## config.mk

```make
export PLATFORM = sky130hd
export DESIGN_NAME = modular_exponentiation
export DESIGN_NICKNAME = d
export VERILOG_FILES = /design/src/rtl/modexp_pkg.sv /design/src/rtl/modular_exponentiation.sv
export VERILOG_INCLUDE_DIRS = /design/src /design/src/rtl
export SDC_FILE = /design/constraint.sdc
export NUM_CORES = 1
export LEC_CHECK = 0
export BUFFER_PORTS_ARGS = -buffer_cell sky130_fd_sc_hd__buf_4
export CORE_MARGIN = 2
export CORE_UTILIZATION = 55
export CTS_CLUSTER_SIZE = 8
export DETAILED_ROUTE_END_ITERATION = 10
export PLACE_DENSITY_LB_ADDON = 0.15
export REMOVE_ABC_BUFFERS = 1
export SLEW_MARGIN = 40
export SYNTH_ARGS = -nofsm -noshare
export SYNTH_HDL_FRONTEND = slang
export SYNTH_SLANG_ARGS = --single-unit
```

## constraint.sdc

```tcl
create_clock -name clk_i -period 9.9 [get_ports clk_i]
set_clock_uncertainty 0.05 [all_clocks]
set_input_delay 0.99 -clock clk_i [delete_from_list [all_inputs] [get_ports clk_i]]
set_output_delay 0.99 -clock clk_i [all_outputs]
set_load 0.05 [all_outputs]
```

## src/rtl/modular_exponentiation_assert.svh

```systemverilog
// Assertion macros shared by the modular exponentiation RTL.
`ifndef MODULAR_EXPONENTIATION_ASSERT_SVH
`define MODULAR_EXPONENTIATION_ASSERT_SVH

`ifndef SYNTHESIS
// Check a property on every rising clock edge outside reset.
`define MODEXP_ASSERT(label, clk, rstn, prop) \
  label: assert property (@(posedge clk) disable iff (!(rstn)) (prop)) \
    else $error("modexp assertion failed");
// Check that a condition never holds outside reset.
`define MODEXP_ASSERT_NEVER(label, clk, rstn, cond) \
  label: assert property (@(posedge clk) disable iff (!(rstn)) !(cond)) \
    else $error("modexp forbidden condition seen");
`else
`define MODEXP_ASSERT(label, clk, rstn, prop)
`define MODEXP_ASSERT_NEVER(label, clk, rstn, cond)
`endif

`endif

```

## src/rtl/modexp_pkg.sv

```systemverilog
// Types and constants for the modular exponentiation block.
package modexp_pkg;

  // Port width of every payload field, the modulus input included
  localparam int DATA_W = 32;

  // Sequencer states
  typedef enum logic [1:0] {
    ST_IDLE,
    ST_RUN,
    ST_FLUSH
  } state_e;

  // Operation running on the shared modular multiplier
  typedef enum logic [1:0] {
    OP_REDUCE,
    OP_MULACC,
    OP_SQUARE
  } op_e;

endpackage

```

## src/rtl/modular_exponentiation.sv

```systemverilog
// Modular exponentiation by right-to-left square-and-multiply on a bit-serial multiplier.
//
//   channel  | handshake                    | payload
//   ---------+------------------------------+------------------------------
//   input    | in_valid_i / in_stall_o      | base_value_i, exponent_i
//   output   | out_valid_o / out_stall_i    | power_result_o
//   config   | cfg_valid_i / cfg_ready_o    | cfg_modulus_i
//
// One shared interleaved shift-add modular multiplier retires one multiplier bit
// per cycle. An item first reduces the base, then per exponent bit multiplies the
// accumulator on a set bit and squares the base, and ends with the multiply for
// the top set bit; a zero exponent goes straight to the output register.
// Reset clears the sequencer, the output flag and sets the modulus to 1.
// The result sits in an output register; a stalled output holds the block in
// its final state until the register frees, and input is taken only when idle.

`include "modular_exponentiation_assert.svh"

module modular_exponentiation #(
  parameter int WIDTH = 32
) (
  input  logic                          clk_i,
  input  logic                          rst_ni,
  input  logic                          in_valid_i,
  output logic                          in_stall_o,
  input  logic [modexp_pkg::DATA_W-1:0] base_value_i,
  input  logic [modexp_pkg::DATA_W-1:0] exponent_i,
  output logic                          out_valid_o,
  input  logic                          out_stall_i,
  output logic [modexp_pkg::DATA_W-1:0] power_result_o,
  input  logic                          cfg_valid_i,
  output logic                          cfg_ready_o,
  input  logic [modexp_pkg::DATA_W-1:0] cfg_modulus_i
);
  import modexp_pkg::*;

  localparam int                CNT_W    = $clog2(WIDTH);
  localparam logic [CNT_W-1:0]  CNT_LAST = CNT_W'(WIDTH - 1);
  localparam logic [WIDTH-1:0]  ONE      = WIDTH'(1);

  state_e            state_q, state_d;
  op_e               op_q, op_d;
  logic [WIDTH-1:0]  acc_q, acc_d;
  logic [WIDTH-1:0]  base_q, base_d;
  logic [WIDTH-1:0]  bits_q, bits_d;
  logic [WIDTH-1:0]  exp_q, exp_d;
  logic [WIDTH-1:0]  rem_q, rem_d;
  logic [WIDTH-1:0]  mod_q, mod_d;
  logic [WIDTH-1:0]  result_q, result_d;
  logic [CNT_W-1:0]  cnt_q, cnt_d;
  logic              out_valid_q, out_valid_d;

  logic [WIDTH:0]    mod_eff;
  logic [WIDTH:0]    dbl, dbl_red, sum, sum_red;
  logic [WIDTH-1:0]  addend;
  logic [WIDTH-1:0]  step_res;
  logic [WIDTH-1:0]  base_in, exp_in;
  logic              op_last, exp_upper_zero, in_fire, out_free, cfg_fire;
  logic              in_run, rem_ok, base_ok, zero_fire;

  // Handshakes
  assign in_stall_o  = (state_q != ST_IDLE);
  assign in_fire     = in_valid_i && !in_stall_o;
  assign out_free    = !out_valid_q || !out_stall_i;
  assign cfg_ready_o = (state_q == ST_IDLE);
  assign cfg_fire    = cfg_valid_i && cfg_ready_o;

  assign base_in        = base_value_i[WIDTH-1:0];
  assign exp_in         = exponent_i[WIDTH-1:0];
  assign op_last        = (cnt_q == '0);
  assign exp_upper_zero = (exp_q[WIDTH-1:1] == '0);

  // A zero modulus acts as 2^WIDTH
  assign mod_eff = (mod_q == '0) ? {1'b1, {WIDTH{1'b0}}} : {1'b0, mod_q};

  // Select the added operand of the running product
  always_comb begin
    case (op_q)
      OP_MULACC: addend = acc_q;
      OP_SQUARE: addend = base_q;
      default:   addend = ONE;
    endcase
  end

  // One step of the serial multiplier: double, reduce, add, reduce
  always_comb begin
    dbl      = {rem_q, 1'b0};
    dbl_red  = (dbl >= mod_eff) ? (dbl - mod_eff) : dbl;
    sum      = dbl_red + {1'b0, (bits_q[WIDTH-1] ? addend : {WIDTH{1'b0}})};
    sum_red  = (sum >= mod_eff) ? (sum - mod_eff) : sum;
    step_res = sum_red[WIDTH-1:0];
  end

  // Next state
  always_comb begin
    state_d = state_q;
    case (state_q)
      ST_IDLE: begin
        if (in_fire) begin
          state_d = (exp_in == '0) ? ST_FLUSH : ST_RUN;
        end
      end
      ST_RUN: begin
        if (op_last && (op_q == OP_MULACC) && exp_upper_zero) begin
          state_d = ST_FLUSH;
        end
      end
      ST_FLUSH: begin
        if (out_free) begin
          state_d = ST_IDLE;
        end
      end
      default: state_d = ST_IDLE;
    endcase
  end

  // Datapath and output register updates
  always_comb begin
    op_d        = op_q;
    acc_d       = acc_q;
    base_d      = base_q;
    bits_d      = bits_q;
    exp_d       = exp_q;
    rem_d       = rem_q;
    cnt_d       = cnt_q;
    result_d    = result_q;
    out_valid_d = out_valid_q;
    mod_d       = cfg_fire ? cfg_modulus_i[WIDTH-1:0] : mod_q;

    // Drop the output beat once taken
    if (out_valid_q && !out_stall_i) begin
      out_valid_d = 1'b0;
    end

    case (state_q)
      ST_IDLE: begin
        if (in_fire) begin
          acc_d  = ONE;
          base_d = base_in;
          bits_d = base_in;
          exp_d  = exp_in;
          rem_d  = '0;
          cnt_d  = CNT_LAST;
          op_d   = OP_REDUCE;
        end
      end
      ST_RUN: begin
        // Advance one multiplier bit
        rem_d  = step_res;
        bits_d = bits_q << 1;
        cnt_d  = cnt_q - CNT_W'(1);
        if (op_last) begin
          rem_d = '0;
          cnt_d = CNT_LAST;
          case (op_q)
            OP_REDUCE: begin
              base_d = step_res;
              bits_d = step_res;
              op_d   = exp_q[0] ? OP_MULACC : OP_SQUARE;
            end
            OP_MULACC: begin
              acc_d  = step_res;
              bits_d = base_q;
              op_d   = OP_SQUARE;
            end
            OP_SQUARE: begin
              base_d = step_res;
              bits_d = step_res;
              exp_d  = exp_q >> 1;
              op_d   = exp_q[1] ? OP_MULACC : OP_SQUARE;
            end
            default: op_d = OP_REDUCE;
          endcase
        end
      end
      ST_FLUSH: begin
        // Load the output register when it is free
        if (out_free) begin
          result_d    = acc_q;
          out_valid_d = 1'b1;
        end
      end
      default: begin
        op_d = OP_REDUCE;
      end
    endcase
  end

  // Control registers
  always_ff @(posedge clk_i or negedge rst_ni) begin
    if (!rst_ni) begin
      state_q     <= ST_IDLE;
      op_q        <= OP_REDUCE;
      cnt_q       <= '0;
      out_valid_q <= 1'b0;
      mod_q       <= ONE;
    end else begin
      state_q     <= state_d;
      op_q        <= op_d;
      cnt_q       <= cnt_d;
      out_valid_q <= out_valid_d;
      mod_q       <= mod_d;
    end
  end

  // Payload registers
  always_ff @(posedge clk_i) begin
    acc_q    <= acc_d;
    base_q   <= base_d;
    bits_q   <= bits_d;
    exp_q    <= exp_d;
    rem_q    <= rem_d;
    result_q <= result_d;
  end

  assign out_valid_o    = out_valid_q;
  assign power_result_o = DATA_W'(result_q);

  // Conditions watched by the checks below
  assign in_run    = (state_q == ST_RUN);
  assign rem_ok    = ({1'b0, rem_q} < mod_eff);
  assign base_ok   = ({1'b0, base_q} < mod_eff);
  assign zero_fire = in_fire && (exp_in == '0);

  // Partial remainder stays reduced during a product
  `MODEXP_ASSERT(a_rem_reduced, clk_i, rst_ni, in_run |-> rem_ok)
  // Base is reduced once the initial reduction is over
  `MODEXP_ASSERT(a_base_reduced, clk_i, rst_ni, (in_run && op_q != OP_REDUCE) |-> base_ok)
  // A zero exponent goes straight to the output with a result of one
  `MODEXP_ASSERT(a_zero_exp, clk_i, rst_ni, zero_fire |=> (state_q == ST_FLUSH && acc_q == ONE))
  // The accumulator is multiplied only on a set exponent bit
  `MODEXP_ASSERT_NEVER(a_mulacc_bit, clk_i, rst_ni, in_run && op_q == OP_MULACC && !exp_q[0])

endmodule

```

==> metrics.yaml <==
critical_path:
  crit_fanout: 21
  slowest_stage: "and2_1"
  crit_required_ns: 10.07
  crit_start: "mod_q[1]$_DFFE_PN0P_"
  worstSetupPathType: "flop to flop"
  worstPathArrival_ns: 9.34
  end_kind: "flop"
  regToRegStartpoint: "mod_q[1]$_DFFE_PN0P_"
  slowest_delay_ns: 0.59
  worst_setup_path_start_kind: "flop"
synthesis:
  synth-warning-count: 0
  netlist_area_sq_um: 16400
  ys_seq_elements: 234
  ys_async_sr_fraction_pct: 17.9
  synth.distinct_cells: 90
  yosysSeqAreaShare_pct: 41.6
  ys.flop_type: "edfxtp_1"
  netlist_instances: 1790
  synth_area_per_cell_sq_um: 9.16
  synth-edff-count: 192
cells_and_area:
  final_common_cell: "nand2_1"
  area_growth_pct: 14.3
  final_cell_mix: "nand2_1, edfxtp_1, nor2_1, buf_4, o21ai_0"
  n_antenna_cell: 0
  fin_nets: 2093
  drive_above_1_share_pct: 13.6
sta:
  hold_viol: 0
  slew_violations: 0
  slew-limit-headroom_pct: 44.7
  fmax_mhz: 109
  finalSetupViolations: 0
  period_needed_ns: 9.17
  rsz0062_at_grt: "no"
  worst_pin_slew_ns: 0.819
  setup_tns_ns: 0
  fin_crit_sh_pct: 92.6
drt:
  drt_wl_total_um: 49800
  num_vias: 14500
  drtIter0Drc: 1634
  vias_per_cell: 6.33
  drt.antenna.violating_nets: 0
  drc: 0
  avgRoutedWirePerCell_um: 21.7
  drt_first_pass_iters: 7
grt:
  grt_start_max_net_pins: 95
  grt_overflow_total: 0
  antenna_found_initial: 0
  grt_pass1_vias: 13600
  grt_first_pass_wirelength_um: 75300
  grt_use_total_pct: 31.3
clock_tree:
  clkTransAtPathRegs_ns: 0.05
  cts-root-buf: "clkbuf_16"
  cts_tree: "built"
  cts_buffer_depth: 3
  cts.htree.levels: 2
  numCtsBuffers: 35
  post-cts-setup-buffers: 0
  cts_resized: 0
  clk_latency_ns: 0.53
  cts_hold_buf: 0
  cts.sinks: 234
place:
  gp_congestion: 0.999
  dp_hpwl_um: 36700
  port_buffers: 135
run_status:
  outcome: "completed"
hold_path:
  hold_path_class: "flop to flop"
  min_from: "acc_q[12]$_SDFFCE_PN0P_"
die:
  rows: 63
  die_w_um: 177
  start_util_pct: 55.6
  core_area_sq_um: 29500
  pin_count: 136
  die_area_sq_um: 31200
  die_h_um: 177
job:
  max_cap_violations: 0
[per-layer routing]
metal  up-vias  global-route usage [%]  wire (um)
li1       6806                       -          -
met1      6935                    45.2      21800
met2       691                    47.9      21900
met3       111                    4.73       4310
met4         0                    11.3       1810
met5         -                       0          0
[Yosys cell counts, types with 32 or more instances]
| library cell | n | area, sq um |
|---|---|---|
| clkbuf_1 | 61 | 229 |
| inv_1 | 66 | 248 |
| dfrtp_1 | 41 | 1030 |
| a22oi_1 | 34 | 255 |
| nand3_1 | 32 | 160 |
| nor2_1 | 183 | 687 |
| xnor2_1 | 43 | 377 |
| nand2_1 | 239 | 897 |
| a21oi_1 | 139 | 696 |
| a21o_1 | 62 | 465 |
| o21ai_0 | 138 | 691 |
| ha_1 | 103 | 1290 |
| edfxtp_1 | 192 | 5770 |
| and3_1 | 40 | 250 |
[cell families after synthesis]
| kind of cell | count (synthesis) | synth area share [%] |
|---|---|---|
| compound gates | 547 | 21.7 |
| xor+xnor | 74 | 3.95 |
| fa+ha+maj | 106 | 8.22 |
| buf+inv | 160 | 4.10 |
| flops | 234 | 41.6 |
| mux | 30 | 2.40 |
| simple gates | 639 | 18.1 |
[path summary, 6_finish.rpt]
check / to / slack (ns) / cells past startpoint
max: bits_q[5]$_DFFE_PP_ / 0.73 / 31
min: power_result_o[12]$_DFFE_PP_ / 0.39 / 0
max reg2reg: bits_q[5]$_DFFE_PP_ / 0.73 / 31
min reg2reg: power_result_o[12]$_DFFE_PP_ / 0.39 / 0
max in group asynchronous: mod_q[24]$_DFFE_PN0P_ / 8.92 / 1
min in group asynchronous: cnt_q[4]$_DFFE_PN0P_ / 0.43 / 1
[cell type report]
class / instances / area [sq um]
Tap cell: 390 / 488
Inverter: 66 / 248
Clock inverter: 3 / 32.5
Multi-Input combinational cell: 1396 / 9000
Timing Repair Buffer: 153 / 1190
Fill cell: 2548 / 10700
Clock buffer: 54 / 968
Sequential cell: 234 / 6820
[stage by stage]
step / hold slack, ns / cells / setup WS (ns) / util (%) / instance area, sq um
2_1_floorplan: 0.377 / 1696 / 2.25 / - / 16000
3_3_place_gp: 0.394 / 2235 / 0.753 / 59.9 / 17700
3_5_place_dp: 0.386 / 2238 / 0.802 / 60.1 / 17700
4_1_cts: 0.396 / 2295 / 0.784 / 63.5 / 18700
5_1_grt: 0.413 / 2296 / 0.123 / 63.6 / 18700
6_report: 0.393 / 2296 / 0.731 / 63.6 / 18700
[flip-flops by register name, summed over array words and instances, names as in the netlist]
signal,cells
exp_q,32
bits_q,32
state_q,2
rem_q,32
cnt_q,5
base_q,32
op_q,2
out_valid_o,1
mod_q,32
acc_q,32
power_result_o,32
[worst max-delay path, delay by kind of cell (launching register included)]
kind,cells,cell delay (ns)
AOI/OAI and AO/OA,16,4.25
muxes,2,0.81
DFF,1,0.37
adders and majority gates,3,0.98
buffers and inverters,4,0.88
and+or+nand+nor,6,1.49
Power is left out: the tool's default activity adds up to more than one toggle a clock period on the data nets, which glitch-free logic cannot reach.
